### src/design/kaf_pkg.sv
`default_nettype none

package kaf_pkg;

	localparam int DW = 48;
	localparam logic signed [DW-1:0] VMAX = {1'b0, {(DW-1){1'b1}}};
	localparam logic signed [DW-1:0] VMIN = {1'b1, {(DW-1){1'b0}}};

	// Scratch memory layout, one 48-bit word per entry.
	localparam int MEM_DEPTH = 64;
	localparam int NSTATE    = 12;
	localparam int M_X    = 0;
	localparam int M_P    = 3;
	localparam int M_HALF = 12;
	localparam int M_XM   = 13;
	localparam int M_AP   = 16;
	localparam int M_PM   = 25;
	localparam int M_S00  = 34;
	localparam int M_S11  = 35;
	localparam int M_T1   = 36;
	localparam int M_T2   = 37;
	localparam int M_DET  = 38;
	localparam int M_I00  = 39;
	localparam int M_I01  = 40;
	localparam int M_I10  = 41;
	localparam int M_I11  = 42;
	localparam int M_NS01 = 43;
	localparam int M_NS10 = 44;
	localparam int M_Y0   = 45;
	localparam int M_Y1   = 46;
	localparam int M_K    = 47;
	localparam int M_IKH  = 53;

	// Operand codes with the top bit set select a value that is not in memory.
	localparam logic [6:0] SP_ZERO = 7'h40;
	localparam logic [6:0] SP_ONE  = 7'h41;
	localparam logic [6:0] SP_DT   = 7'h42;
	localparam logic [6:0] SP_Q    = 7'h43;
	localparam logic [6:0] SP_RALT = 7'h44;
	localparam logic [6:0] SP_RACC = 7'h45;
	localparam logic [6:0] SP_ALT  = 7'h46;
	localparam logic [6:0] SP_ACC  = 7'h47;

	localparam logic [2:0] REG_TIME_STEP     = 3'd0;
	localparam logic [2:0] REG_PROCESS_NOISE = 3'd1;
	localparam logic [2:0] REG_ALT_NOISE     = 3'd2;
	localparam logic [2:0] REG_ACCEL_NOISE   = 3'd3;
	localparam logic [2:0] REG_INIT_ALT      = 3'd4;

	typedef enum logic [3:0] {
		OP_MAC, OP_MULH, OP_DIV, OP_ADD, OP_SUB, OP_NEG, OP_BZ, OP_JMP, OP_OUT, OP_DONE
	} op_t;

	typedef enum logic [2:0] {
		ST_IDLE, ST_FETCH, ST_EXEC, ST_MUL, ST_DIV, ST_WB, ST_DONE
	} state_t;

	typedef struct packed {
		op_t        op;
		logic       clr;
		logic       wr;
		logic [6:0] a;
		logic [6:0] b;
		logic [5:0] dst;
		logic [7:0] tgt;
	} instr_t;

	localparam int PROG_LEN = 256;
	typedef instr_t [PROG_LEN-1:0] prog_t;

	function automatic logic signed [DW-1:0] sadd(input logic signed [DW-1:0] a,
			input logic signed [DW-1:0] b);
		logic signed [DW:0] s;
		s = {a[DW-1], a} + {b[DW-1], b};
		if (s[DW] != s[DW-1]) return s[DW] ? VMIN : VMAX;
		return s[DW-1:0];
	endfunction

	function automatic logic signed [DW-1:0] ssub(input logic signed [DW-1:0] a,
			input logic signed [DW-1:0] b);
		logic signed [DW:0] s;
		s = {a[DW-1], a} - {b[DW-1], b};
		if (s[DW] != s[DW-1]) return s[DW] ? VMIN : VMAX;
		return s[DW-1:0];
	endfunction

	function automatic logic signed [DW-1:0] sneg(input logic signed [DW-1:0] a);
		return (a == VMIN) ? VMAX : -a;
	endfunction

	function automatic logic [DW-1:0] mag(input logic signed [DW-1:0] a);
		return a[DW-1] ? DW'(-a) : DW'(a);
	endfunction

	function automatic logic [6:0] mo(input int idx);
		return 7'(idx);
	endfunction

	// Transition matrix entry A[i][k].
	function automatic logic [6:0] a_op(input int i, input int k);
		if (i == k) return SP_ONE;
		if (k == i + 1) return SP_DT;
		if (i == 0 && k == 2) return mo(M_HALF);
		return SP_ZERO;
	endfunction

	// Entry of I - K*H; the middle column never depends on the gain.
	function automatic logic [6:0] ik_op(input int i, input int k);
		if (k == 1) return (i == 1) ? SP_ONE : SP_ZERO;
		return mo(M_IKH + 3 * i + k);
	endfunction

	function automatic instr_t mk(input op_t op, input logic clr, input logic wr,
			input logic [6:0] a, input logic [6:0] b, input int dst);
		instr_t r;
		r.op  = op;
		r.clr = clr;
		r.wr  = wr;
		r.a   = a;
		r.b   = b;
		r.dst = 6'(dst);
		r.tgt = 8'd0;
		return r;
	endfunction

	function automatic prog_t build_prog();
		prog_t p;
		int n;
		int bz_pos;
		int jp_pos;
		for (int x = 0; x < PROG_LEN; x++) p[x] = mk(OP_DONE, 1'b0, 1'b0, SP_ZERO, SP_ZERO, 0);
		n = 0;
		// Predict.
		p[n] = mk(OP_MULH, 1'b1, 1'b1, SP_DT, SP_DT, M_HALF); n++;
		for (int i = 0; i < 3; i++)
			for (int k = 0; k < 3; k++) begin
				p[n] = mk(OP_MAC, k == 0, k == 2, a_op(i, k), mo(M_X + k), M_XM + i); n++;
			end
		for (int i = 0; i < 3; i++)
			for (int j = 0; j < 3; j++)
				for (int k = 0; k < 3; k++) begin
					p[n] = mk(OP_MAC, k == 0, k == 2, a_op(i, k), mo(M_P + 3 * k + j),
						M_AP + 3 * i + j); n++;
				end
		for (int i = 0; i < 3; i++)
			for (int j = 0; j < 3; j++)
				for (int k = 0; k < 3; k++) begin
					p[n] = mk(OP_MAC, k == 0, k == 2, mo(M_AP + 3 * i + k), a_op(j, k),
						M_PM + 3 * i + j); n++;
				end
		for (int k = 0; k < 9; k++) begin
			p[n] = mk(OP_ADD, 1'b0, 1'b1, mo(M_PM + k), SP_Q, M_PM + k); n++;
		end
		// Innovation covariance and its determinant.
		p[n] = mk(OP_ADD, 1'b0, 1'b1, mo(M_PM), SP_RALT, M_S00); n++;
		p[n] = mk(OP_ADD, 1'b0, 1'b1, mo(M_PM + 8), SP_RACC, M_S11); n++;
		p[n] = mk(OP_MAC, 1'b1, 1'b1, mo(M_PM + 2), mo(M_PM + 6), M_T2); n++;
		p[n] = mk(OP_MAC, 1'b1, 1'b1, mo(M_S00), mo(M_S11), M_T1); n++;
		p[n] = mk(OP_SUB, 1'b0, 1'b1, mo(M_T1), mo(M_T2), M_DET); n++;
		bz_pos = n;
		p[n] = mk(OP_BZ, 1'b0, 1'b0, mo(M_DET), SP_ZERO, 0); n++;
		// Update.
		p[n] = mk(OP_NEG, 1'b0, 1'b1, mo(M_PM + 2), SP_ZERO, M_NS01); n++;
		p[n] = mk(OP_NEG, 1'b0, 1'b1, mo(M_PM + 6), SP_ZERO, M_NS10); n++;
		p[n] = mk(OP_DIV, 1'b0, 1'b1, mo(M_S11), mo(M_DET), M_I00); n++;
		p[n] = mk(OP_DIV, 1'b0, 1'b1, mo(M_NS01), mo(M_DET), M_I01); n++;
		p[n] = mk(OP_DIV, 1'b0, 1'b1, mo(M_NS10), mo(M_DET), M_I10); n++;
		p[n] = mk(OP_DIV, 1'b0, 1'b1, mo(M_S00), mo(M_DET), M_I11); n++;
		p[n] = mk(OP_SUB, 1'b0, 1'b1, SP_ALT, mo(M_XM), M_Y0); n++;
		p[n] = mk(OP_SUB, 1'b0, 1'b1, SP_ACC, mo(M_XM + 2), M_Y1); n++;
		for (int i = 0; i < 3; i++) begin
			p[n] = mk(OP_MAC, 1'b1, 1'b0, mo(M_PM + 3 * i), mo(M_I00), 0); n++;
			p[n] = mk(OP_MAC, 1'b0, 1'b1, mo(M_PM + 3 * i + 2), mo(M_I10), M_K + 2 * i); n++;
			p[n] = mk(OP_MAC, 1'b1, 1'b0, mo(M_PM + 3 * i), mo(M_I01), 0); n++;
			p[n] = mk(OP_MAC, 1'b0, 1'b1, mo(M_PM + 3 * i + 2), mo(M_I11),
				M_K + 2 * i + 1); n++;
		end
		for (int i = 0; i < 3; i++) begin
			p[n] = mk(OP_MAC, 1'b1, 1'b0, mo(M_K + 2 * i), mo(M_Y0), 0); n++;
			p[n] = mk(OP_MAC, 1'b0, 1'b1, mo(M_K + 2 * i + 1), mo(M_Y1), M_T1); n++;
			p[n] = mk(OP_ADD, 1'b0, 1'b1, mo(M_XM + i), mo(M_T1), M_X + i); n++;
		end
		for (int i = 0; i < 3; i++) begin
			p[n] = mk(OP_SUB, 1'b0, 1'b1, (i == 0) ? SP_ONE : SP_ZERO, mo(M_K + 2 * i),
				M_IKH + 3 * i); n++;
			p[n] = mk(OP_SUB, 1'b0, 1'b1, (i == 2) ? SP_ONE : SP_ZERO, mo(M_K + 2 * i + 1),
				M_IKH + 3 * i + 2); n++;
		end
		for (int i = 0; i < 3; i++)
			for (int j = 0; j < 3; j++)
				for (int k = 0; k < 3; k++) begin
					p[n] = mk(OP_MAC, k == 0, k == 2, ik_op(i, k), mo(M_PM + 3 * k + j),
						M_P + 3 * i + j); n++;
				end
		jp_pos = n;
		p[n] = mk(OP_JMP, 1'b0, 1'b0, SP_ZERO, SP_ZERO, 0); n++;
		// Singular innovation: keep the prediction.
		p[bz_pos].tgt = 8'(n);
		for (int i = 0; i < 3; i++) begin
			p[n] = mk(OP_ADD, 1'b0, 1'b1, mo(M_XM + i), SP_ZERO, M_X + i); n++;
		end
		for (int k = 0; k < 9; k++) begin
			p[n] = mk(OP_ADD, 1'b0, 1'b1, mo(M_PM + k), SP_ZERO, M_P + k); n++;
		end
		p[jp_pos].tgt = 8'(n);
		for (int i = 0; i < 3; i++) begin
			p[n] = mk(OP_OUT, 1'b0, 1'b0, mo(M_X + i), SP_ZERO, i); n++;
		end
		p[n] = mk(OP_DONE, 1'b0, 1'b0, SP_ZERO, SP_ZERO, 0);
		return p;
	endfunction

endpackage

`default_nettype wire

### src/design/kaf_mul.sv
`default_nettype none

// Saturating fixed-point multiply from four 24x24 partial products.
module kaf_mul #(
	parameter int FRACTION_BITS = 32
) (
	input  wire logic                              clk,
	input  wire logic                              arst_n,
	input  wire logic                              start,
	input  wire logic signed [kaf_pkg::DW-1:0]     a,
	input  wire logic signed [kaf_pkg::DW-1:0]     b,
	output logic                                   done,
	output logic signed [kaf_pkg::DW-1:0]          p
);

	localparam int HW = kaf_pkg::DW / 2;
	localparam int PW = 2 * kaf_pkg::DW;
	localparam int RW = PW - FRACTION_BITS;
	localparam logic [PW-1:0] RND = PW'(1) << (FRACTION_BITS - 1);
	localparam logic [RW-1:0] LIM_NEG = RW'(1) << (kaf_pkg::DW - 1);
	localparam logic [RW-1:0] LIM_POS = LIM_NEG - RW'(1);

	logic              busy_q;
	logic [2:0]        cnt_q;
	logic [kaf_pkg::DW-1:0] xm_q, ym_q;
	logic              neg_q;
	logic [PW-1:0]     acc_q;
	logic [RW-1:0]     r_q;
	logic [HW-1:0]     xh, yh;
	logic [2*HW-1:0]   pp;
	logic [PW-1:0]     pp_sh;

	always_comb begin
		xh = cnt_q[0] ? xm_q[2*HW-1:HW] : xm_q[HW-1:0];
		yh = cnt_q[1] ? ym_q[2*HW-1:HW] : ym_q[HW-1:0];
		pp = xh * yh;
		unique case ({cnt_q[1], cnt_q[0]})
			2'b00:         pp_sh = PW'(pp);
			2'b01, 2'b10:  pp_sh = PW'(pp) << HW;
			default:       pp_sh = PW'(pp) << (2 * HW);
		endcase
	end

	always_ff @(posedge clk or negedge arst_n) begin
		if (!arst_n) begin
			busy_q <= 1'b0;
			cnt_q  <= '0;
		end else if (start) begin
			busy_q <= 1'b1;
			cnt_q  <= '0;
		end else if (busy_q) begin
			cnt_q <= cnt_q + 3'd1;
			if (cnt_q == 3'd5) busy_q <= 1'b0;
		end
	end

	always_ff @(posedge clk) begin
		if (start) begin
			xm_q  <= kaf_pkg::mag(a);
			ym_q  <= kaf_pkg::mag(b);
			neg_q <= a[kaf_pkg::DW-1] ^ b[kaf_pkg::DW-1];
			acc_q <= '0;
		end else if (busy_q) begin
			if (!cnt_q[2]) acc_q <= acc_q + pp_sh;
			if (cnt_q == 3'd4) r_q <= RW'((acc_q + RND) >> FRACTION_BITS);
		end
	end

	assign done = busy_q && (cnt_q == 3'd5);

	always_comb begin
		if (neg_q) p = (r_q > LIM_NEG) ? kaf_pkg::VMIN : -$signed(r_q[kaf_pkg::DW-1:0]);
		else p = (r_q > LIM_POS) ? kaf_pkg::VMAX : $signed(r_q[kaf_pkg::DW-1:0]);
	end

endmodule

`default_nettype wire

### config.mk
export PLATFORM = sky130hd
export DESIGN_NAME = kaf_mul
export DESIGN_NICKNAME = d
export VERILOG_FILES = /design/src/design/kaf_pkg.sv /design/src/design/kaf_mul.sv
export SDC_FILE = /design/constraint.sdc
export NUM_CORES = 2
export LEC_CHECK = 0
export BUFFER_PORTS_ARGS = -buffer_cell sky130_fd_sc_hd__buf_2
export CORE_MARGIN = 3
export CORE_UTILIZATION = 40
export CTS_CLUSTER_DIAMETER = 30
export DETAILED_ROUTE_END_ITERATION = 10
export GPL_ROUTABILITY_DRIVEN = 0
export PLACE_DENSITY = 0.56
export SYNTH_ARGS = -nofsm -noshare
export SYNTH_HDL_FRONTEND = slang
export SYNTH_SLANG_ARGS = --single-unit
### constraint.sdc
create_clock -name clk -period 15.9 [get_ports clk]
set_clock_uncertainty 0.15 [all_clocks]
set_input_delay 3.18 -clock clk [delete_from_list [all_inputs] [get_ports clk]]
set_output_delay 3.18 -clock clk [all_outputs]
set_load 0.01 [all_outputs]
**Yosys cells after proc, flatten, opt, wreduce, memory -nomap -nowiden**

Cells that the tools add are included.

- Add/sub/neg operators: 6
- $mul: 1
- Order comparisons: 2
- Equality and inequality tests: 4
- Muxes and demuxes: 13
- Bitwise gates (word level): 3
- Reductions and logical operators: 6

Operators by type and width:

| kind | count |
|---|---|
| case mux 96 bit (2 select lines) | 1 |
| 2-to-1 mux 48 bit | 3 |
| negation 48 bit | 3 |
| adder 96 x 32 -> 96 bit (second input constant) | 1 |
| adder 96 bit | 1 |
| 2-to-1 mux 47 bit | 2 |
| > comparator 64 x 47 -> 1 bit (second input constant) | 1 |
| > comparator 64 x 48 -> 1 bit (second input constant) | 1 |
| multiplier 24 x 24 -> 48 bit | 1 |
| 2-to-1 mux 24 bit | 2 |
| equality test 3 bit (second input constant) | 2 |
| 2-to-1 mux 3 bit | 2 |
| adder 3 x 1 -> 3 bit (second input constant) | 1 |
| 2-to-1 mux 1 bit | 3 |
| AND reduction 3 bit | 1 |
| equality test 2 x 1 -> 1 bit (second input constant) | 1 |
| equality test 2 bit (second input constant) | 1 |
| zero test 2 bit | 1 |
| NOT 1 bit | 2 |
| AND reduction 2 bit | 1 |
| nonzero test 2 bit | 1 |
| OR reduction 2 bit | 1 |
| logical AND 1 bit | 1 |
| bitwise XOR 1 bit | 1 |

- Register bits after elaboration: 261
- Input bits: 99
- Output and inout port bits: 49
- Logic and storage cells: 44

**Longest topological paths before layout**

- Depth after elaboration: 4
- Depth in mapped cells: 44
- Depth with buffers taken out: 40

**Worst setup path after synthesis**

OpenSTA, ideal clock, no wires.

- Kind: flip-flop to flip-flop
- From: register cnt_q[1]
- To: register acc_q[86]
- Library setup time: 0.062 ns
- Data arrival time: 10.859 ns
- Required time: 15.688 ns
- Slack: 4.829 ns
- Stages on the path, launching flop included: 40
- Path buffers: 5
- Period minus slack after synthesis: 11.071 ns
- Cells stage by stage: dfrtp_1 -> clkbuf_1 -> clkbuf_1 -> clkbuf_1 -> mux2i_1 -> clkbuf_1 -> nor2_1 -> fa_1 -> fa_1 -> inv_1 -> fa_1 -> inv_1 -> fa_1 -> fa_1 -> fa_1 -> inv_1 -> fa_1 -> inv_1 -> [4 not listed] -> a21boi_0 -> a2111oi_0 -> o31ai_1 -> xnor2_1 -> a22o_1 -> ha_1 -> clkbuf_1 -> a21oi_1 -> o21ai_0 -> a21boi_0 -> a311oi_1 -> nor2_1 -> o21ai_0 -> a21oi_1 -> o41ai_1 -> a41oi_1 -> or4b_1 -> nand3_1

- Longest elaborated chain between the ends: 4
- Elaborated cells between the ends (all ways): 8
- Those cells by class: add/sub: 1; mul: 1; eq/ne: 2; mux: 2; reduce/logical: 2

RTL lines:

| item | RTL line | source |
|---|---|---|
| start: declaration | kaf_mul.sv:24 | `logic [2:0] cnt_q;` |
| start signal: assignment | kaf_mul.sv:52 | `cnt_q <= cnt_q + 3'd1;` |
| 2-to-1 mux 24 bit (tied with other cells) | kaf_mul.sv:35 | `yh = cnt_q[1] ? ym_q[2*HW-1:HW] : ym_q[HW-1:0];` |
| multiplier 24 x 24 -> 48 bit or OR reduction 2 bit (tied branches) | kaf_mul.sv:36, kaf_mul.sv:37 |  |
| case mux 96 bit (2 select lines) * | kaf_mul.sv:37 | `unique case ({cnt_q[1], cnt_q[0]})` |
| adder 96 bit * | kaf_mul.sv:64 | `if (!cnt_q[2]) acc_q <= acc_q + pp_sh;` |
| end signal: assignment | kaf_mul.sv:64 |  |
| end: declaration | kaf_mul.sv:27 | `logic [PW-1:0] acc_q;` |

Every way passes the cells marked *; elsewhere a longest branch is shown, timed or not.
A chain may end at the register's enable or synchronous reset.

**Final worst setup path**

- From: register cnt_q[1]
- To: register acc_q[92]

The elaborated chain is that of the path after synthesis.

==> qor.txt <==
Most frequent cells in the layout -> nand2_1 (670), inv_1 (632), fa_1 (483), nor2_1 (410), ha_1 (277)
Worst setup EP type -> register
Initial DRC count -> 2293
Largest net degree at the start of global routing -> 80
Register area share after synthesis -> 17.7%
Reg2Reg Setup Slack -> 2.94 ns
Endpoint, Worst Hold -> acc_q[30]
Final setup vio count -> 0
Port Buffers -> 147
Ports -> 148
Slew HR -> 4.79%
Count of pins over their slew limit -> 0
Syn_nets -> 5453
Routed Antenna Nets -> 0
ANT cells -> 0
Worst R2R End -> acc_q[92]
Largest area contributor in the netlist -> fa_1
Synth unique cells -> 80
HP Start -> acc_q[30]
Least-Margin Pin Slew -> 1.39 ns
Dominant cells by area after synthesis -> fa_1 (25%), edfxtp_1 (12%), ha_1 (9.0%)
Initial antenna violation count -> 2
Die area -> 0.101 mm^2
Hold buffers post-CTS -> 0
Vias in the first global route -> 33.3k
Status -> completed
Most common cell after layout, fill and taps aside -> nand2_1
Flops & latches, synth -> 261
Clock-pin slew on the worst setup and hold paths -> 0.04 ns
Startpoint types -> register
Register-to-Register Path Depth -> 39
DRT Pass-1 Iters -> 6
Post-Synthesis Cells -> 4594
Peak fanout along the critical path -> 43
Max-cap violations -> 0
Core area -> 0.0954 mm^2
Hpwl dp -> 98700 um
Hold Violations, Final -> 0
Post-synth top flop -> edfxtp_1
Post-route minimum period -> 12.96 ns
Drt drc -> 0
Root Driver -> clkbuf_16
Layout filler cell count -> 9461
Vias -> 33.0k
NumNets Final -> 5510
Critical-path top delay cell -> mux2i_1
Area share of the largest cell type after synthesis -> 25.0%
Max incr delay on CP -> 1.18 ns
Via density -> 5.52
Layout cells sized above 1 -> 9.08%
Final worst-path cycle share -> 81.5%
Post-route setup TNS -> 0 ns
Critical path class -> reg2reg
CTS Buf Count -> 75
Syn. warnings -> 0
Die H -> 317 um
Rows -> 113
Post-CTS setup buffers -> 0
Fmax -> 77.2 MHz
Worst Path Required -> 16.24 ns
Grt total ovfl -> 0
Synth Cell Area -> 0.0387 mm^2
Syn Area/Cell -> 8.42 um^2
Crit-path most repeated cell -> fa_1
X dimension of the die -> 317 um
H-tree Lvls -> 3
Aggregate global-route resource usage -> 24.8%
Post-synth EDFFs -> 161
Worst min path class -> reg2reg
Drt total wl -> 124000 um
CTS resizes -> 0
TritonCTS clock tree -> built
Synth async-reset ratio -> 1.53%
Clock Path Buffers -> 3
Clock net sink count -> 261
Initial core utilization -> 40.5%
Hold depth -> 2
Area grow syn2layout -> 12.0%
R2r startpoint -> cnt_q[1]
Worst-Skew Late Latency -> 0.63 ns
Routed length per instance -> 20.7 um
CP arrival -> 13.30 ns
Global-route wire length before repair -> 194000 um
RSZ-0062 raised after global routing -> no
## routing by layer
metal / track usage [%] / vias up / share of wire (%)
met5: 0 / - / 0.022
met4: 10.8 / 4 / 4.9
met3: 4.01 / 298 / 7.0
met2: 41.0 / 1278 / 46
met1: 32.1 / 16100 / 42
li1: - / 15400 / -
## stage by stage
| step | util [%] | setup slack [ns] | cell area [um^2] | hold WS, ns | cells |
|---|---|---|---|---|---|
| detailed placement | 42.6 | 3.00 | 40600 | 0.298 | 5839 |
| global route | 45.4 | 2.23 | 43300 | 0.321 | 5978 |
| floorplan | - | 4.83 | 38700 | 0.286 | 4594 |
| global placement | 42.6 | 3.06 | 40600 | 0.295 | 5839 |
| finish | 45.4 | 2.94 | 43300 | 0.306 | 5978 |
| CTS | 45.4 | 2.97 | 43300 | 0.306 | 5978 |
## area by class of cell
class                   instances  area [um^2]  share of cell area (%)
clock inverters                50          727                    1.68
clock buffers                  89         1990                    4.60
flip-flops and latches        261         6860                    15.8
multi-input cells            3478        28600                    66.1
repair buffers                202         1150                    2.67
well taps                    1265         1580                    3.65
inverters                     633         2380                    5.48
## synthesized netlist by cell type, types with 61 or more instances
cell type,number
inv_1,632
a21o_1,66
a21oi_1,242
nand2_1,670
nand3_1,94
fa_1,483
nor3_1,66
nand4_1,61
dfxtp_1,96
xnor2_1,212
ha_1,277
edfxtp_1,161
o21ai_0,181
xor2_1,66
clkbuf_1,202
nor2_1,410
## registers in the layout, indices dropped and copies added (netlist names)
register / count
r_q: 64
ym_q: 48
acc_q: 96
xm_q: 48
cnt_q: 3
busy_q: 1
neg_q: 1
## critical path: cells and delay by family (launching register included)
kind / cells / cell delay [ns]
adders and majority gates: 9 / 4.36
AOI/OAI and AO/OA: 12 / 3.26
and+or+nand+nor: 9 / 2.02
muxes: 2 / 1.41
buffers and inverters: 6 / 0.91
xor gates and xnor gates: 1 / 0.35
DFF: 1 / 0.34
## worst max path at each step
stage | from | endpoint | slack, ns
after floorplan | cnt_q[1] | acc_q[86] | 4.83
after global placement | cnt_q[1] | acc_q[80] | 3.06
after detailed placement | cnt_q[1] | acc_q[80] | 3.00
after CTS | cnt_q[1] | acc_q[92] | 2.97
after global routing | cnt_q[1] | acc_q[92] | 2.23
final | cnt_q[1] | acc_q[92] | 2.94
## kinds of logic after synthesis
group,Yosys count,synth area share [%]
xor gates and xnor gates,278,6.29
DFF,261,17.7
and+or+nand+nor,1562,18.2
adders and majority gates,760,33.9
buffers and inverters,855,8.42
AOI/OAI and AO/OA,789,13.0
muxes,89,2.45
Power is not shown: default switching activity piles up to over one toggle a cycle in this logic, so the estimate is an artifact.
