[config.mk]
export PLATFORM = sky130hd
export DESIGN_NAME = kaf_div
export DESIGN_NICKNAME = d
export VERILOG_FILES = /design/src/design/kaf_pkg.sv /design/src/design/kaf_div.sv
export SDC_FILE = /design/constraint.sdc
export NUM_CORES = 1
export LEC_CHECK = 0
export BUFFER_PORTS_ARGS = -buffer_cell sky130_fd_sc_hd__buf_2
export CAP_MARGIN = 30
export CORE_MARGIN = 2
export CORE_UTILIZATION = 25
export DETAILED_ROUTE_END_ITERATION = 10
export PLACE_DENSITY_LB_ADDON = 0.3
export SETUP_SLACK_MARGIN = 0.15
export SYNTH_ARGS = -nofsm -noshare
export SYNTH_HDL_FRONTEND = slang
export SYNTH_SLANG_ARGS = --single-unit
[constraint.sdc]
create_clock -name clk -period 6.95 [get_ports clk]
set_input_delay 1.39 -clock clk [delete_from_list [all_inputs] [get_ports clk]]
set_output_delay 1.39 -clock clk [all_outputs]
set_load 0.02 [all_outputs]
[src/design/kaf_pkg.sv]
`default_nettype none

package kaf_pkg;

	localparam int DW = 48;
	localparam logic signed [DW-1:0] VMAX = {1'b0, {(DW-1){1'b1}}};
	localparam logic signed [DW-1:0] VMIN = {1'b1, {(DW-1){1'b0}}};

	// Scratch memory layout, one 48-bit word per entry.
	localparam int MEM_DEPTH = 64;
	localparam int NSTATE    = 12;
	localparam int M_X    = 0;
	localparam int M_P    = 3;
	localparam int M_HALF = 12;
	localparam int M_XM   = 13;
	localparam int M_AP   = 16;
	localparam int M_PM   = 25;
	localparam int M_S00  = 34;
	localparam int M_S11  = 35;
	localparam int M_T1   = 36;
	localparam int M_T2   = 37;
	localparam int M_DET  = 38;
	localparam int M_I00  = 39;
	localparam int M_I01  = 40;
	localparam int M_I10  = 41;
	localparam int M_I11  = 42;
	localparam int M_NS01 = 43;
	localparam int M_NS10 = 44;
	localparam int M_Y0   = 45;
	localparam int M_Y1   = 46;
	localparam int M_K    = 47;
	localparam int M_IKH  = 53;

	// Operand codes with the top bit set select a value that is not in memory.
	localparam logic [6:0] SP_ZERO = 7'h40;
	localparam logic [6:0] SP_ONE  = 7'h41;
	localparam logic [6:0] SP_DT   = 7'h42;
	localparam logic [6:0] SP_Q    = 7'h43;
	localparam logic [6:0] SP_RALT = 7'h44;
	localparam logic [6:0] SP_RACC = 7'h45;
	localparam logic [6:0] SP_ALT  = 7'h46;
	localparam logic [6:0] SP_ACC  = 7'h47;

	localparam logic [2:0] REG_TIME_STEP     = 3'd0;
	localparam logic [2:0] REG_PROCESS_NOISE = 3'd1;
	localparam logic [2:0] REG_ALT_NOISE     = 3'd2;
	localparam logic [2:0] REG_ACCEL_NOISE   = 3'd3;
	localparam logic [2:0] REG_INIT_ALT      = 3'd4;

	typedef enum logic [3:0] {
		OP_MAC, OP_MULH, OP_DIV, OP_ADD, OP_SUB, OP_NEG, OP_BZ, OP_JMP, OP_OUT, OP_DONE
	} op_t;

	typedef enum logic [2:0] {
		ST_IDLE, ST_FETCH, ST_EXEC, ST_MUL, ST_DIV, ST_WB, ST_DONE
	} state_t;

	typedef struct packed {
		op_t        op;
		logic       clr;
		logic       wr;
		logic [6:0] a;
		logic [6:0] b;
		logic [5:0] dst;
		logic [7:0] tgt;
	} instr_t;

	localparam int PROG_LEN = 256;
	typedef instr_t [PROG_LEN-1:0] prog_t;

	function automatic logic signed [DW-1:0] sadd(input logic signed [DW-1:0] a,
			input logic signed [DW-1:0] b);
		logic signed [DW:0] s;
		s = {a[DW-1], a} + {b[DW-1], b};
		if (s[DW] != s[DW-1]) return s[DW] ? VMIN : VMAX;
		return s[DW-1:0];
	endfunction

	function automatic logic signed [DW-1:0] ssub(input logic signed [DW-1:0] a,
			input logic signed [DW-1:0] b);
		logic signed [DW:0] s;
		s = {a[DW-1], a} - {b[DW-1], b};
		if (s[DW] != s[DW-1]) return s[DW] ? VMIN : VMAX;
		return s[DW-1:0];
	endfunction

	function automatic logic signed [DW-1:0] sneg(input logic signed [DW-1:0] a);
		return (a == VMIN) ? VMAX : -a;
	endfunction

	function automatic logic [DW-1:0] mag(input logic signed [DW-1:0] a);
		return a[DW-1] ? DW'(-a) : DW'(a);
	endfunction

	function automatic logic [6:0] mo(input int idx);
		return 7'(idx);
	endfunction

	// Transition matrix entry A[i][k].
	function automatic logic [6:0] a_op(input int i, input int k);
		if (i == k) return SP_ONE;
		if (k == i + 1) return SP_DT;
		if (i == 0 && k == 2) return mo(M_HALF);
		return SP_ZERO;
	endfunction

	// Entry of I - K*H; the middle column never depends on the gain.
	function automatic logic [6:0] ik_op(input int i, input int k);
		if (k == 1) return (i == 1) ? SP_ONE : SP_ZERO;
		return mo(M_IKH + 3 * i + k);
	endfunction

	function automatic instr_t mk(input op_t op, input logic clr, input logic wr,
			input logic [6:0] a, input logic [6:0] b, input int dst);
		instr_t r;
		r.op  = op;
		r.clr = clr;
		r.wr  = wr;
		r.a   = a;
		r.b   = b;
		r.dst = 6'(dst);
		r.tgt = 8'd0;
		return r;
	endfunction

	function automatic prog_t build_prog();
		prog_t p;
		int n;
		int bz_pos;
		int jp_pos;
		for (int x = 0; x < PROG_LEN; x++) p[x] = mk(OP_DONE, 1'b0, 1'b0, SP_ZERO, SP_ZERO, 0);
		n = 0;
		// Predict.
		p[n] = mk(OP_MULH, 1'b1, 1'b1, SP_DT, SP_DT, M_HALF); n++;
		for (int i = 0; i < 3; i++)
			for (int k = 0; k < 3; k++) begin
				p[n] = mk(OP_MAC, k == 0, k == 2, a_op(i, k), mo(M_X + k), M_XM + i); n++;
			end
		for (int i = 0; i < 3; i++)
			for (int j = 0; j < 3; j++)
				for (int k = 0; k < 3; k++) begin
					p[n] = mk(OP_MAC, k == 0, k == 2, a_op(i, k), mo(M_P + 3 * k + j),
						M_AP + 3 * i + j); n++;
				end
		for (int i = 0; i < 3; i++)
			for (int j = 0; j < 3; j++)
				for (int k = 0; k < 3; k++) begin
					p[n] = mk(OP_MAC, k == 0, k == 2, mo(M_AP + 3 * i + k), a_op(j, k),
						M_PM + 3 * i + j); n++;
				end
		for (int k = 0; k < 9; k++) begin
			p[n] = mk(OP_ADD, 1'b0, 1'b1, mo(M_PM + k), SP_Q, M_PM + k); n++;
		end
		// Innovation covariance and its determinant.
		p[n] = mk(OP_ADD, 1'b0, 1'b1, mo(M_PM), SP_RALT, M_S00); n++;
		p[n] = mk(OP_ADD, 1'b0, 1'b1, mo(M_PM + 8), SP_RACC, M_S11); n++;
		p[n] = mk(OP_MAC, 1'b1, 1'b1, mo(M_PM + 2), mo(M_PM + 6), M_T2); n++;
		p[n] = mk(OP_MAC, 1'b1, 1'b1, mo(M_S00), mo(M_S11), M_T1); n++;
		p[n] = mk(OP_SUB, 1'b0, 1'b1, mo(M_T1), mo(M_T2), M_DET); n++;
		bz_pos = n;
		p[n] = mk(OP_BZ, 1'b0, 1'b0, mo(M_DET), SP_ZERO, 0); n++;
		// Update.
		p[n] = mk(OP_NEG, 1'b0, 1'b1, mo(M_PM + 2), SP_ZERO, M_NS01); n++;
		p[n] = mk(OP_NEG, 1'b0, 1'b1, mo(M_PM + 6), SP_ZERO, M_NS10); n++;
		p[n] = mk(OP_DIV, 1'b0, 1'b1, mo(M_S11), mo(M_DET), M_I00); n++;
		p[n] = mk(OP_DIV, 1'b0, 1'b1, mo(M_NS01), mo(M_DET), M_I01); n++;
		p[n] = mk(OP_DIV, 1'b0, 1'b1, mo(M_NS10), mo(M_DET), M_I10); n++;
		p[n] = mk(OP_DIV, 1'b0, 1'b1, mo(M_S00), mo(M_DET), M_I11); n++;
		p[n] = mk(OP_SUB, 1'b0, 1'b1, SP_ALT, mo(M_XM), M_Y0); n++;
		p[n] = mk(OP_SUB, 1'b0, 1'b1, SP_ACC, mo(M_XM + 2), M_Y1); n++;
		for (int i = 0; i < 3; i++) begin
			p[n] = mk(OP_MAC, 1'b1, 1'b0, mo(M_PM + 3 * i), mo(M_I00), 0); n++;
			p[n] = mk(OP_MAC, 1'b0, 1'b1, mo(M_PM + 3 * i + 2), mo(M_I10), M_K + 2 * i); n++;
			p[n] = mk(OP_MAC, 1'b1, 1'b0, mo(M_PM + 3 * i), mo(M_I01), 0); n++;
			p[n] = mk(OP_MAC, 1'b0, 1'b1, mo(M_PM + 3 * i + 2), mo(M_I11),
				M_K + 2 * i + 1); n++;
		end
		for (int i = 0; i < 3; i++) begin
			p[n] = mk(OP_MAC, 1'b1, 1'b0, mo(M_K + 2 * i), mo(M_Y0), 0); n++;
			p[n] = mk(OP_MAC, 1'b0, 1'b1, mo(M_K + 2 * i + 1), mo(M_Y1), M_T1); n++;
			p[n] = mk(OP_ADD, 1'b0, 1'b1, mo(M_XM + i), mo(M_T1), M_X + i); n++;
		end
		for (int i = 0; i < 3; i++) begin
			p[n] = mk(OP_SUB, 1'b0, 1'b1, (i == 0) ? SP_ONE : SP_ZERO, mo(M_K + 2 * i),
				M_IKH + 3 * i); n++;
			p[n] = mk(OP_SUB, 1'b0, 1'b1, (i == 2) ? SP_ONE : SP_ZERO, mo(M_K + 2 * i + 1),
				M_IKH + 3 * i + 2); n++;
		end
		for (int i = 0; i < 3; i++)
			for (int j = 0; j < 3; j++)
				for (int k = 0; k < 3; k++) begin
					p[n] = mk(OP_MAC, k == 0, k == 2, ik_op(i, k), mo(M_PM + 3 * k + j),
						M_P + 3 * i + j); n++;
				end
		jp_pos = n;
		p[n] = mk(OP_JMP, 1'b0, 1'b0, SP_ZERO, SP_ZERO, 0); n++;
		// Singular innovation: keep the prediction.
		p[bz_pos].tgt = 8'(n);
		for (int i = 0; i < 3; i++) begin
			p[n] = mk(OP_ADD, 1'b0, 1'b1, mo(M_XM + i), SP_ZERO, M_X + i); n++;
		end
		for (int k = 0; k < 9; k++) begin
			p[n] = mk(OP_ADD, 1'b0, 1'b1, mo(M_PM + k), SP_ZERO, M_P + k); n++;
		end
		p[jp_pos].tgt = 8'(n);
		for (int i = 0; i < 3; i++) begin
			p[n] = mk(OP_OUT, 1'b0, 1'b0, mo(M_X + i), SP_ZERO, i); n++;
		end
		p[n] = mk(OP_DONE, 1'b0, 1'b0, SP_ZERO, SP_ZERO, 0);
		return p;
	endfunction

endpackage

`default_nettype wire

[src/design/kaf_div.sv]
`default_nettype none

// Saturating fixed-point divide n * 2^F / d, restoring radix 2, one quotient bit a cycle.
module kaf_div #(
	parameter int FRACTION_BITS = 32
) (
	input  wire logic                              clk,
	input  wire logic                              arst_n,
	input  wire logic                              start,
	input  wire logic signed [kaf_pkg::DW-1:0]     n,
	input  wire logic signed [kaf_pkg::DW-1:0]     d,
	output logic                                   done,
	output logic signed [kaf_pkg::DW-1:0]          q
);

	localparam int DW = kaf_pkg::DW;
	localparam int NW = DW + FRACTION_BITS;
	localparam int CW = $clog2(NW + 1);
	localparam logic [NW:0] LIM_NEG = (NW+1)'(1) << (DW - 1);
	localparam logic [NW:0] LIM_POS = LIM_NEG - (NW+1)'(1);

	logic          busy_q;
	logic [CW-1:0] cnt_q;
	logic [NW-1:0] num_q;
	logic [NW-1:0] quo_q;
	logic [DW-1:0] rem_q, ud_q;
	logic          neg_q, zd_q, nz_q, nneg_q;
	logic [DW:0]   remx;
	logic          ge;
	logic [NW:0]   qr;

	always_comb begin
		remx = {rem_q, num_q[NW-1]};
		ge   = remx >= {1'b0, ud_q};
	end

	always_ff @(posedge clk or negedge arst_n) begin
		if (!arst_n) begin
			busy_q <= 1'b0;
			cnt_q  <= '0;
		end else if (start) begin
			busy_q <= 1'b1;
			cnt_q  <= CW'(NW);
		end else if (busy_q) begin
			if (cnt_q != '0) cnt_q <= cnt_q - CW'(1);
			else busy_q <= 1'b0;
		end
	end

	always_ff @(posedge clk) begin
		if (start) begin
			num_q  <= {kaf_pkg::mag(n), {FRACTION_BITS{1'b0}}};
			ud_q   <= kaf_pkg::mag(d);
			rem_q  <= '0;
			quo_q  <= '0;
			neg_q  <= n[DW-1] ^ d[DW-1];
			zd_q   <= (d == '0);
			nz_q   <= (n != '0);
			nneg_q <= n[DW-1];
		end else if (busy_q && cnt_q != '0) begin
			rem_q <= ge ? DW'(remx - {1'b0, ud_q}) : remx[DW-1:0];
			num_q <= num_q << 1;
			quo_q <= {quo_q[NW-2:0], ge};
		end
	end

	assign done = busy_q && (cnt_q == '0);

	always_comb begin
		qr = {1'b0, quo_q} + (NW+1)'({rem_q, 1'b0} >= {1'b0, ud_q});
		if (zd_q) q = nz_q ? (nneg_q ? kaf_pkg::VMIN : kaf_pkg::VMAX) : '0;
		else if (neg_q) q = (qr > LIM_NEG) ? kaf_pkg::VMIN : -$signed(qr[DW-1:0]);
		else q = (qr > LIM_POS) ? kaf_pkg::VMAX : $signed(qr[DW-1:0]);
	end

endmodule

`default_nettype wire

After elaboration in Yosys (flattened, before gate mapping). Index checks and enable logic that the tools add are counted.

Bits in registers: 236. Bits of input ports: 99. Word-level logic and storage cells: 49. Output and inout port bits: 49.

Bitwise logic cells: 1. Mux-type cells: 17. Add/sub/neg operators: 6. Reduce and logical (&&, ||, !) cells: 10. Order comparisons: 4.

Operators by type and width (count): two-way mux 48 bit (8); two-way mux 80 bit (2); negator 48 bit (3); >= comparator 49 x 48 -> 1 bit (2); adder 80 x 1 -> 81 bit (1); greater-than comparator 81 x 47 -> 1 bit (second input constant) (1); greater-than comparator 81 x 48 -> 1 bit (second input constant) (1); zero test 48 bit (1); nonzero test 48 bit (1); subtractor 48 bit (1); two-way mux 47 bit (1); two-way mux 7 bit (3); zero test 7 bit (1); nonzero test 7 bit (1); subtractor 7 x 1 -> 7 bit (second input constant) (1); nonzero test 2 bit (3); two-way mux 1 bit (3); logical AND 1 bit (2); AND reduction 2 bit (1); bitwise XOR 1 bit (1).

Logic depth before layout (Yosys ltp). Gate-level depths: netlist of run 1.

Depth in word-level cells: 6. Gate-level depth with buffers: 26. Mapped depth without buffers: 23.

Worst setup path before layout of run 1. No wires, ideal clock.

Path kind: reg-to-output. Start point: register ud_q[19]. End point: output port q[24] (netlist bit). Arrival time: 6049 ps. Path slack: -489 ps. Data required time: 5560 ps. Cell stages (with the launch flop): 25. Path buffers: 5. Cell sequence: edfxtp_1 > inv_1 > ha_1 > clkbuf_1 > nand4_1 > or3_1 > inv_1 > nand3_1 > or4_1 > o21bai_1 > ha_1 > buf_4 > nand2_2 > or4_1 > buf_2 > xnor2_1 > a2111o_1 > or4_1 > buf_2 > nor4_4 > a41oi_1 > nor3_4 > o22ai_2 > buf_2 > a211oi_1.

Word-level cells in the longest chain between the ends: 6. Elaborated cells between the ends (all ways): 9.

Ends and longest elaborated chain: from (decl) (line kaf_div.sv:26) `logic [DW-1:0] rem_q, ud_q;`; from (signal assigned) (line kaf_div.sv:53) `ud_q <= kaf_pkg::mag(d);`; >= comparator 49 x 48 -> 1 bit (*) (line kaf_div.sv:70) `qr = {1'b0, quo_q} + (NW+1)'({rem_q, 1'b0} >= {1'b0, ud_q});`; adder 80 x 1 -> 81 bit (*) (line kaf_div.sv:70); greater-than comparator 81 x 47 -> 1 bit, or another cell as far along (line kaf_div.sv:73) `else q = (qr > LIM_POS) ? kaf_pkg::VMAX : $signed(qr[DW-1:0]);`; two-way mux 48 bit (on tied branches) (line kaf_div.sv:73, kaf_div.sv:72); two-way mux 48 bit (*) (line kaf_div.sv:72) `else if (neg_q) q = (qr > LIM_NEG) ? kaf_pkg::VMIN : -$signed(qr[DW-1:0]);`; two-way mux 48 bit (*) (line kaf_div.sv:71) `if (zd_q) q = nz_q ? (nneg_q ? kaf_pkg::VMIN : kaf_pkg::VMAX) : '0;`; to (decl) (line kaf_div.sv:13) `output logic signed [kaf_pkg::DW-1:0] q`.

Mark *: on every way between the ends. The rest lies on a longest branch, timed or not.

Final worst setup path of run 1.
Start point: register ud_q[6]. End point: output port q[46] (netlist bit).

The elaborated chain is that of the path after synthesis.

==> impl_results.md, run 1 <==
- Syn nets: 2,514
- Final Power: 7.751 mW
- Critical path arrival: 6190 ps
- Required @ worst endpoint: 5560 ps
- Max-Cap Viols: 0
- Drt total wl: 57,700 um
- Pre-CTS setup slack: -380.1 ps
- Worst Tran Pin Value: 938.6 ps
- Worst-path clk slew: 70 ps
- CP Launch Type: flip-flop
- Placer Congestion: 0.8608
- Fin nets: 2,826
- Root Driver: clkbuf_16
- Mapped Area: 18,140 um2
- Pwr Density: 322.3 nW/um2
- Drt pass-1 iters: 7
- Mapped Avg Cell Area: 7.694 um2
- Worst Path Max Fanout: 6
- Leakage: 9.250 nW
- Worst setup margin: -630.6 ps
- Gr usage total: 0.1491
- Die area: 74,740 um2
- Critical path class: flip-flop to primary output
- CTS tree: built
- Global route overflow: 0
- RSZ-0062 raised after global routing: true
- CTS Buf Count: 30
- R2R setup slack: 2730 ps
- Chip width: 273.4 um
- Worst R2R Start: ud_q[6]
- Port bufs: 147
- Reg-to-reg endpoint: rem_q[39]
- Initial antenna violation count: 2
- DP Wirelength: 42,280 um
- Final hold vios: 0
- Achievable Freq: 131.9 MHz
- Hold-fix buffers, CTS: 0
- Ys Warns: 0
- Max-slew violations: 0
- Failing checks: setup timing
- Via count: 17,970
- Vias in the first global route: 17,200
- Cells after Synth: 2,358
- Filler cell count: 7,646
- DR WL/cell: 15.83 um
- Final Util: 0.3358
- Final setup fails: 48
- Count of cell types in the netlist: 92
- Critical Path Source: ud_q[6]
- FF+latch area: 5767 um2
- Multi-input logic area: 12,300 um2
- Remaining antenna violation count: 0
- Worst Skew: 13.02 ps
- Minimum hold slack: 491.3 ps
- Global-route wire length before repair: 92,650 um
- Crit. End Element: primary output
- CTS H-tree depth: 1
- Core Area: 71,610 um2
- DRC errors left: 0
- Register area share after synthesis: 0.3178
- Worst slew margin: 0.3685
- Post-synth EDFFs: 100
- Share of layout cells above drive strength 1: 0.2409
- Area growth, synth to finish: 32.56%
- VDD IR max: 206.5 uV
- Min Tclk post-route: 7581 ps
- Maximum clock path buffer count: 3
- R2r worst-path depth: 13
- Vias per cell: 4.931
- Detailed router's first-iteration violation count: 1,188
- Number of I/O pins: 148
- Worst setup endpoint: q[46]
- Pin count of the biggest net entering global routing: 173
- Worst-Skew Late Latency: 580 ps
- Yosys reg bits: 236
- Clock Sinks: 236
- Final worst-path cycle share: 1.091
- Tightest Hold Check Type: flip-flop to flip-flop
- ANT cells: 0
- Initial Utilization: 0.2534
- Die Y: 273.4 um
- Synth Flop Type: dfxtp_1
- Std cell rows: 98
- Asr flop ratio synth: 0.03390
- Status: finished with violations
-- area by class of cell --
type / instances / share of cell area
clock inverter: 18 / 0.006451
inverter: 95 / 0.01483
clock buffer: 38 / 0.03517
tap: 950 / 0.04943
multi-input combinational: 1866 / 0.5116
timing repair buffer: 441 / 0.1428
sequential: 236 / 0.2398
-- worst min path at each step --
stage               startpoint   endpoint  depth (start not counted)
floorplan            rem_q[22]  rem_q[22]                          2
global placement     rem_q[22]  rem_q[22]                          2
detailed placement   rem_q[22]  rem_q[22]                          2
CTS                  rem_q[13]  rem_q[14]                          2
global route         quo_q[48]  quo_q[48]                          2
finish               rem_q[13]  rem_q[14]                          2
-- per-layer routing --
layer / part of all wire / global-route usage
met1: 0.50 / 0.2129
met2: 0.45 / 0.2410
met5: 0.00040 / 0
met4: 0.016 / 0.03264
met3: 0.040 / 0.01579
-- cell usage after synthesis, types with 33 or more instances --
library cell,number,area (um2)
nand3_1,83,415.4
nand4_1,63,394.1
ha_1,56,700.7
xor2_1,77,674.4
a211oi_1,41,307.8
edfxtp_1,100,3003
a21oi_1,216,1081
nand2_1,353,1325
o21ai_0,111,555.5
nor2_1,186,698.2
nor4_1,42,262.8
o31ai_1,36,270.3
xnor2_1,108,945.9
nor3_1,78,390.4
clkbuf_1,122,457.9
inv_1,95,356.6
a21o_1,33,247.7
dfxtp_1,128,2562
-- cell families after synthesis --
group | synth area share
AO/OA/AOI/OAI | 0.2177
buffers and inverters | 0.05566
XOR/XNOR | 0.08931
flip-flops | 0.3178
adder cells (fa/ha/maj) | 0.03972
multiplexers | 0.006207
AND/OR/NAND/NOR | 0.2736
-- flip-flops by register name, indices dropped and copies added (netlist names) --
| name | cells |
|---|---|
| nz_q | 1 |
| cnt_q | 7 |
| rem_q | 48 |
| zd_q | 1 |
| nneg_q | 1 |
| neg_q | 1 |
| num_q | 48 |
| ud_q | 48 |
| busy_q | 1 |
| quo_q | 80 |
-- critical path: stages, from the launching register on --
cell and delay [ps]:
edfxtp_1 320, inv_1 70, ha_4 280, buf_6 110
nand3_1 70, or3_4 330, o211ai_1 290, a31oi_2 190
o21bai_4 180, buf_6 130, ha_4 160, buf_12 110
nand2_8 40, or4_4 570, buf_6 150, xnor2_4 120
a2111o_1 390, or4_4 460, nor4_4 220, a41oi_2 160
buf_4 160, or4_4 520, o22a_1 190, o211ai_1 200
buf_4 180
-- stage by stage --
step | cells | TNS, ps | cell area [um2]
detailed placement | 3568 | -12780 | 22180
global placement | 3568 | -7451 | 22180
floorplan | 2358 | -887.7 | 18870
global route | 3644 | -39500 | 24050
CTS | 3634 | -31450 | 23750
finish | 3644 | -24230 | 24050
-- layout by cell type, fill, tap and decap left out, drive strengths merged, types with 6 or more instances in the layout --
cell type	instances
nor2	186
or2	16
a311oi	22
nand4	65
nand2	354
clkbuf	39
or3	26
buf	440
dfxtp	128
o21ai	112
nand2b	12
nor2b	12
inv	98
a31oi	28
nor3b	8
clkinv	10
a21o	33
xor2	77
o211ai	11
and3	24
nor3	79
o31ai	36
xnor2	108
and2	17
mux2i	9
or4	31
edfxtp	100
o21bai	12
dfrtp	8
a21oi	216
a41oi	6
and4	17
o22ai	8
o21a	10
nand3	84
ha	56
a211oi	47
a21boi	6
nor4	49
o41ai	16
-- power breakdown --
group	internal, mW	total, mW	switching (mW)
Combinational	2.09	4.38	2.29
Clock	0.908	1.58	0.676
Sequential	1.65	1.79	0.133
-- timing repair --
item / 4_1_cts / 5_1_grt
cloned: 2 / 1
buffers inserted: 8 / 9
endpoints found under the setup margin: 48 / 48
pin swaps: 23 / 15
gates resized for setup: 122 / 42
Note: power is estimated with default switching activity, not from simulation.
==> run 2: changes to the inputs <==
Settings changed: CORE_ASPECT_RATIO set to 1.4.
==> run 2 against run 1 <==
The run still ends with setup timing left. Routed wire length up 4.9%. Global-route usage up 0.67 points. Via count up 3.5%. Largest cell class unchanged. Largest power group unchanged.
==> impl_results.md, run 2 (same netlist as run 1, synthesis figures left out) <==
- Share of layout cells above drive strength 1: 0.2695 (+0.02863)
- Detailed router's first-iteration violation count: 989 (-17%)
- Final worst-path cycle share: 1.103 (+0.01259)
- Status: finished with violations
- CTS tree: built
- Worst-Skew Late Latency: 560 ps (-20 ps)
- Post-DP Area: 22,370 um2 (+0.87%)
- Max-slew violations: 0 (unchanged)
- Number of I/O pins: 148 (unchanged)
- Die area: 74,770 um2 (about the same)
- RSZ-0062 raised after global routing: true
- Critical path arrival: 6280 ps (+90 ps)
- VDD IR max: 227.3 uV (+10%)
- Achievable Freq: 130.4 MHz (-1.1%)
- Worst Tran Pin Value: 966.5 ps (+27.88 ps)
- Worst-path clk slew: 60 ps (about the same)
- Placer Congestion: 0.8438 (-2.0%)
- Port bufs: 147 (unchanged)
- Die Y: 322.7 um (+18%)
- Minimum hold slack: 503.5 ps (+12.20 ps)
- Area growth, synth to finish: 38.08%
- Crit. End Element: primary output
- CTS H-tree depth: 1 (unchanged)
- Leakage: 9.736 nW (+5.3%)
- Vias in the first global route: 18,370 (+6.8%)
- Worst Skew: 16.42 ps (+3.398 ps)
- Setup TNS: -29,850 ps (-5620 ps)
- Worst setup margin: -718.1 ps (-87.53 ps)
- Tightest Hold Check Type: flip-flop to flip-flop
- Initial Utilization: 0.2530 (-0.0003183)
- Most common cell after layout, fill and taps aside: nand2_1
- CTS Buf Count: 28 (-6.7%)
- Max reg flops: 80 (unchanged)
- Slowest cell on the critical path: a2111o_1
- Fin nets: 2,898 (+2.5%)
- Worst slew margin: 0.3557 (-0.01282)
- R2r worst-path depth: 50 (+37)
- Global-route wire length before repair: 96,030 um (+3.6%)
- Remaining antenna violation count: 0 (unchanged)
- Root Driver: clkbuf_16
- Final setup fails: 48 (unchanged)
- Reg-to-reg endpoint: rem_q[6]
- Largest Register: quo_q
- Chip width: 231.7 um (-15%)
- Std cell rows: 116 (+18%)
- Final cell count without fillers: 3,709 (+1.8%)
- Clock Sinks: 236 (unchanged)
- Required @ worst endpoint: 5560 ps (about the same)
- Worst min-delay path endpoint: quo_q[62]
- Hold_sp: quo_q[62]
- Pin count of the biggest net entering global routing: 93 (-46%)
- Initial antenna violation count: 2 (unchanged)
- Critical path class: flip-flop to primary output
- Gr usage total: 0.1558 (+0.006708)
- Highest cell delay on the worst timing path: 460 ps (-110 ps)
- Min Tclk post-route: 7668 ps (+87.53 ps)
- Failing checks: setup timing
- Via count: 18,600 (+3.5%)
- Worst hold stages: 2 (unchanged)
- DRC errors left: 0 (unchanged)
- Hold-fix buffers, CTS: 0 (unchanged)
- Drt total wl: 60,510 um (+4.9%)
- Most used cell, CP: ha_4
- Vias per cell: 5.014 (+1.7%)
- Final hold vios: 0 (unchanged)
- Worst R2R Start: ud_q[24]
- Maximum clock path buffer count: 3 (unchanged)
- Max-Cap Viols: 0 (unchanged)
- R2R setup slack: 270 ps (-2460 ps)
- Placed cells: 3,592 (+0.67%)
- Core Area: 71,700 um2 (+0.13%)
- Most frequent cells in the layout: nand2_1 (349), buf_4 (305), a21oi_1 (212)
- Final instance area: 25,050 um2 (+4.2%)
- CP Launch Type: flip-flop
- Drt pass-1 iters: 5 (-2)
- DR WL/cell: 16.31 um (+3.0%)
- DP Wirelength: 43,890 um (+3.8%)
- Pwr Density: 342.7 nW/um2 (+6.3%)
- Global route overflow: 0 (unchanged)
- Worst Path Max Fanout: 7 (+1)
run 2: cell types whose count changed in the layout (fill, tap and decap cells not counted), moves of 4 or more:
| cell | before | now |
|---|---|---|
| a211oi_1 | 17 | 10 |
| a211oi_2 | 1 | 8 |
| buf_12 | 9 | 13 |
| buf_4 | 276 | 305 |
| buf_6 | 52 | 90 |
| clkbuf_1 | 2 | 6 |
| nor4_1 | 37 | 31 |
| nor4_2 | 7 | 14 |
| o21ai_0 | 102 | 91 |
| o21ai_1 | 9 | 18 |
run 2: final cells by class:
type / instances / area (um2)
inverters: 95 / 356.6
well taps: 944 / 1181
flip-flops and latches: 236 / 5766
fillers: 7588 / 46650
repair buffers: 514 / 4202
diodes: 1 / 2.502
clock buffers: 40 / 828.3
clock inverters: 12 / 158.9
multi-input cells: 1867 / 12560
run 2: how the worst max path moves through the flow:
stage / startpoint / to / cells past startpoint
final: ud_q[24] / q[18] / 25
after global routing: ud_q[24] / q[18] / 25
after floorplan: ud_q[21] / q[46] / 23
after CTS: ud_q[24] / q[46] / 28
after global placement: ud_q[24] / q[46] / 25
after detailed placement: ud_q[24] / q[46] / 25
run 2: where the power goes:
group,internal (mW),total (mW),leakage (nW),switching (mW)
registers,1.65,1.79,2.13,0.133
clock network,0.945,1.57,0.478,0.624
logic,2.67,5.23,7.13,2.56
run 2: what timing repair did:
item / CTS / global route
pin swaps: 34 / 27
endpoints found under the setup margin: 48 / 97
buffers inserted: 40 / 18
resized for setup: 169 / 103
gates cloned: 0 / 4
run 2: stage by stage:
step | worst slack [ps] | power (mW) | utilization
2_1_floorplan | -98.57 | 4.340 | -
3_3_place_gp | -374.8 | 5.897 | 0.3117
3_5_place_dp | -437.7 | 5.915 | 0.3120
4_1_cts | -655.0 | 8.076 | 0.3386
5_1_grt | -936.5 | 9.151 | 0.3494
6_report | -718.1 | 8.586 | 0.3494
run 2: worst max-delay path: cells and delay by family (launching register included):
family	cells	cell delay, ps
buffers and inverters	5	790
AOI/OAI and AO/OA	8	1970
adders and majority gates	3	530
and+or+nand+nor	9	2040
DFF	1	390
run 2: routing by layer:
layer  up-vias  global-route usage  wire length [um]
li1       9331                   -                 -
met1      8779              0.1785             24920
met2       366              0.2909             31380
met3       118             0.01635              1936
met4         2             0.06595              2250
met5         -                   0                13
==> run 3: changes to the inputs <==
Settings changed: CTS_BUF_LIST set to sky130_fd_sc_hd__clkbuf_8.
Clock period 6.95 ns to 7.6 ns, I/O delays scaled along.
==> run 3 against run 2 <==
The flow still finishes with violations (setup timing). Die area did not move. Clock skew increased by 31 ps. Critical path depth shrank 1. Via count fell by 3.3%. Hold slack lost 18 ps. Utilization is 3.4 points lower. Cell count is 4.6% lower. Non-clock buffer count shrank 195. First-iteration DRC count fell by 3.3%. Combinational power shrank 32%. Sequential power decreased by 8%. Largest cell class unchanged. Largest power group unchanged.
==> impl_results.md, run 3 (same netlist as run 1, synthesis figures left out) <==
- Post-DP Area: 20,560 um2 (-8.1%)
- Seq pwr share: 0.255 (+0.047)
- Global route overflow: 0 (unchanged)
- Die area: 74,770 um2 (unchanged)
- Final Power: 6.431 mW (-25%)
- Most frequent cells in the layout: nand2_1 (349), a21oi_1 (212), buf_4 (190)
- DP Wirelength: 41,500 um (-5.5%)
- Hold-fix buffers, CTS: 0 (unchanged)
- Hold_sp: rem_q[1]
- Status: finished with violations
- Chip width: 231.7 um (unchanged)
- Pin count of the biggest net entering global routing: 164 (+76%)
- Met3 wire length: 1998 um (+3.2%)
- Initial Utilization: 0.2530 (unchanged)
- Remaining antenna violation count: 0 (unchanged)
- Critical Path Source: ud_q[24]
- Global-route wire length before repair: 93,930 um (-2.2%)
- Top layer in use: met5
- Initial antenna violation count: 4 (+2)
- Root Driver: clkbuf_8
- Critical path class: flip-flop to primary output
- Required @ worst endpoint: 6080 ps (+520 ps)
- Worst Path Max Fanout: 6 (-1)
- Leakage: 8.619 nW (-11%)
- WP buf/inv: 5 (unchanged)
- Vias in the first global route: 17,740 (-3.4%)
- Final hold vios: 0 (unchanged)
- Detailed router's first-iteration violation count: 956 (-3.3%)
- Crit. End Element: primary output
- CP cell instances: inv_2, ha_4, a2111o_1, o22a_1, and3b_1, o2111ai_1, nand3_1, o21bai_4, ha_4, ha_4, nand4_1, buf_4, nor2_2, or3_1, a2111o_1, or4_4, nor4_4, a41oi_2, nor3_4, o22ai_4, buf_6, buf_6, a211oi_2, buf_4
- Highest cell delay on the worst timing path: 540 ps (+80 ps)
- Final instance area: 22,610 um2 (-9.7%)
- Sw Pwr: 2.686 mW (-19%)
- Pre-CTS setup slack: -74.05 ps (+363.7 ps)
- Slowest cell on the critical path: or4_4
- Worst Tran Pin Value: 979.3 ps (+12.85 ps)
- VDD IR max: 143.8 uV (-37%)
- Most used cell, CP: ha_4
- Maximum clock path buffer count: 3 (unchanged)
- Via count: 17,980 (-3.3%)
- Tightest Hold Check Type: flip-flop to flip-flop
- Max reg flops: 80 (unchanged)
- Worst-Skew Late Latency: 640 ps (+80 ps)
- Fin nets: 2,716 (-6.3%)
- Worst setup margin: -123.1 ps (+595.0 ps)
- Worst R2R Start: ud_q[6]
- CTS H-tree depth: 2 (+1)
- Gr usage total: 0.1538 (-0.002021)
- Internal power: 3.746 mW (-29%)
- Core Area: 71,700 um2 (unchanged)
- Achievable Freq: 129.5 MHz
- Drt pass-1 iters: 7 (+2)
- Combinational share of power: 0.552 (-0.057)
- DRC errors left: 0 (unchanged)
- Min Tclk post-route: 7723 ps
- Worst slew margin: 0.3411 (-0.01459)
- M1 WL: 24,190 um (-2.9%)
- CTS Buf Count: 42 (+50%)
- Clk pwr share: 0.193 (+0.010)
- Number of I/O pins: 148 (unchanged)
- Sw Share: 0.4176 (+0.03091)
- Vias per cell: 5.082 (+1.4%)
- Final setup fails: 46 (-4.2%)
- Failing checks: setup timing
- Final worst-path cycle share: 1.016
- Largest Register: quo_q
- Std cell rows: 116 (unchanged)
- Drt total wl: 58,410 um (-3.5%)
- Most common cell after layout, fill and taps aside: nand2_1
- Setup TNS: -2964 ps (+26,890 ps)
- Worst-path clk slew: 60 ps (about the same)
- CP Launch Type: flip-flop
- Die Y: 322.7 um (unchanged)
- CTS tree: built
- Max-slew violations: 0 (unchanged)
- Max-Cap Viols: 0 (unchanged)
- Crit path max-delay family: compound AO/OA/AOI/OAI gates
- Share of layout cells above drive strength 1: 0.2094 (-0.06013)
- Placer Congestion: 0.8618 (+2.1%)
- Critical path arrival: 6200 ps (-80 ps)
- Port bufs: 147 (unchanged)
- Area growth, synth to finish: 24.61%
- Worst Skew: 47.18 ps (+30.75 ps)
- RSZ-0062 raised after global routing: true
- Pwr Density: 284.5 nW/um2 (-17%)
- DR WL/cell: 16.50 um (+1.2%)
- Clock Sinks: 236 (unchanged)
- WL met2: 30,030 um (-4.3%)
run 3: changes by cell type in the layout (fill, tap and decap cells not counted), moves of 7 or more:
| cell | delta |
|---|---|
| a211oi_1 | +8 |
| a211oi_2 | +19 |
| a211oi_4 | -27 |
| buf_12 | -9 |
| buf_4 | -115 |
| buf_6 | -71 |
| clkbuf_16 | -33 |
| clkbuf_8 | +42 |
| clkinv_2 | +7 |
| inv_1 | +11 |
| o21ai_0 | +14 |
| o21ai_1 | -15 |
run 3: repair_timing:
action,CTS,global route
resized for setup,137,55
buffers inserted,23,9
pin swaps,26,20
setup endpoints to repair,48,48
cloned,4,0
run 3: stage by stage:
stage          hold WS (ps)  instances  utilization
6_report              485.3       3539       0.3153
5_1_grt               515.5       3539       0.3153
4_1_cts               486.9       3528       0.3108
3_5_place_dp          470.1       3424       0.2868
3_3_place_gp          466.3       3424       0.2868
2_1_floorplan         449.5       2358            -
run 3: routing by layer:
metal  vias up  global-route usage
li1       8991                   -
met1      8518              0.1745
met2       359              0.2860
met3       112             0.02069
met4         4             0.06467
met5         -                   0
run 3: worst min-delay path: stages, from the launching register on:
cell and delay (ps):
dfxtp_1 330, nand2_1 60, a21oi_1 50
run 3: final timing paths:
| path | endpoint | slack (ps) | cells after the start |
|---|---|---|---|
| max in group asynchronous | cnt_q[1] | 6640 | 1 |
| worst min register to register | rem_q[1] | 490 | 2 |
| worst max register to register | rem_q[39] | 3440 | 14 |
| worst min-delay path | rem_q[1] | 490 | 2 |
| min in group asynchronous | cnt_q[0] | 770 | 1 |
| worst max-delay path | q[44] | -120 | 24 |
run 3: area by class of cell:
| type | instances | area (um2) |
|---|---|---|
| antenna | 2 | 5.005 |
| sequential | 236 | 5766 |
| multi-input combinational | 1866 | 12090 |
| clock inverter | 31 | 214.0 |
| inverter | 95 | 356.6 |
| tap | 944 | 1181 |
| timing repair buffer | 319 | 2361 |
| clock buffer | 46 | 633.1 |
| fill | 7769 | 49090 |
run 3: power by group through the flow:
stage | Sequential [mW] | Combinational [mW] | Clock, mW
after floorplan | 1.62 | 2.14 | 0
after global placement | 1.65 | 3.22 | 0
after detailed placement | 1.66 | 3.21 | 0
after CTS | 1.64 | 3.45 | 1.32
after global routing | 1.66 | 3.90 | 1.36
final | 1.64 | 3.55 | 1.24
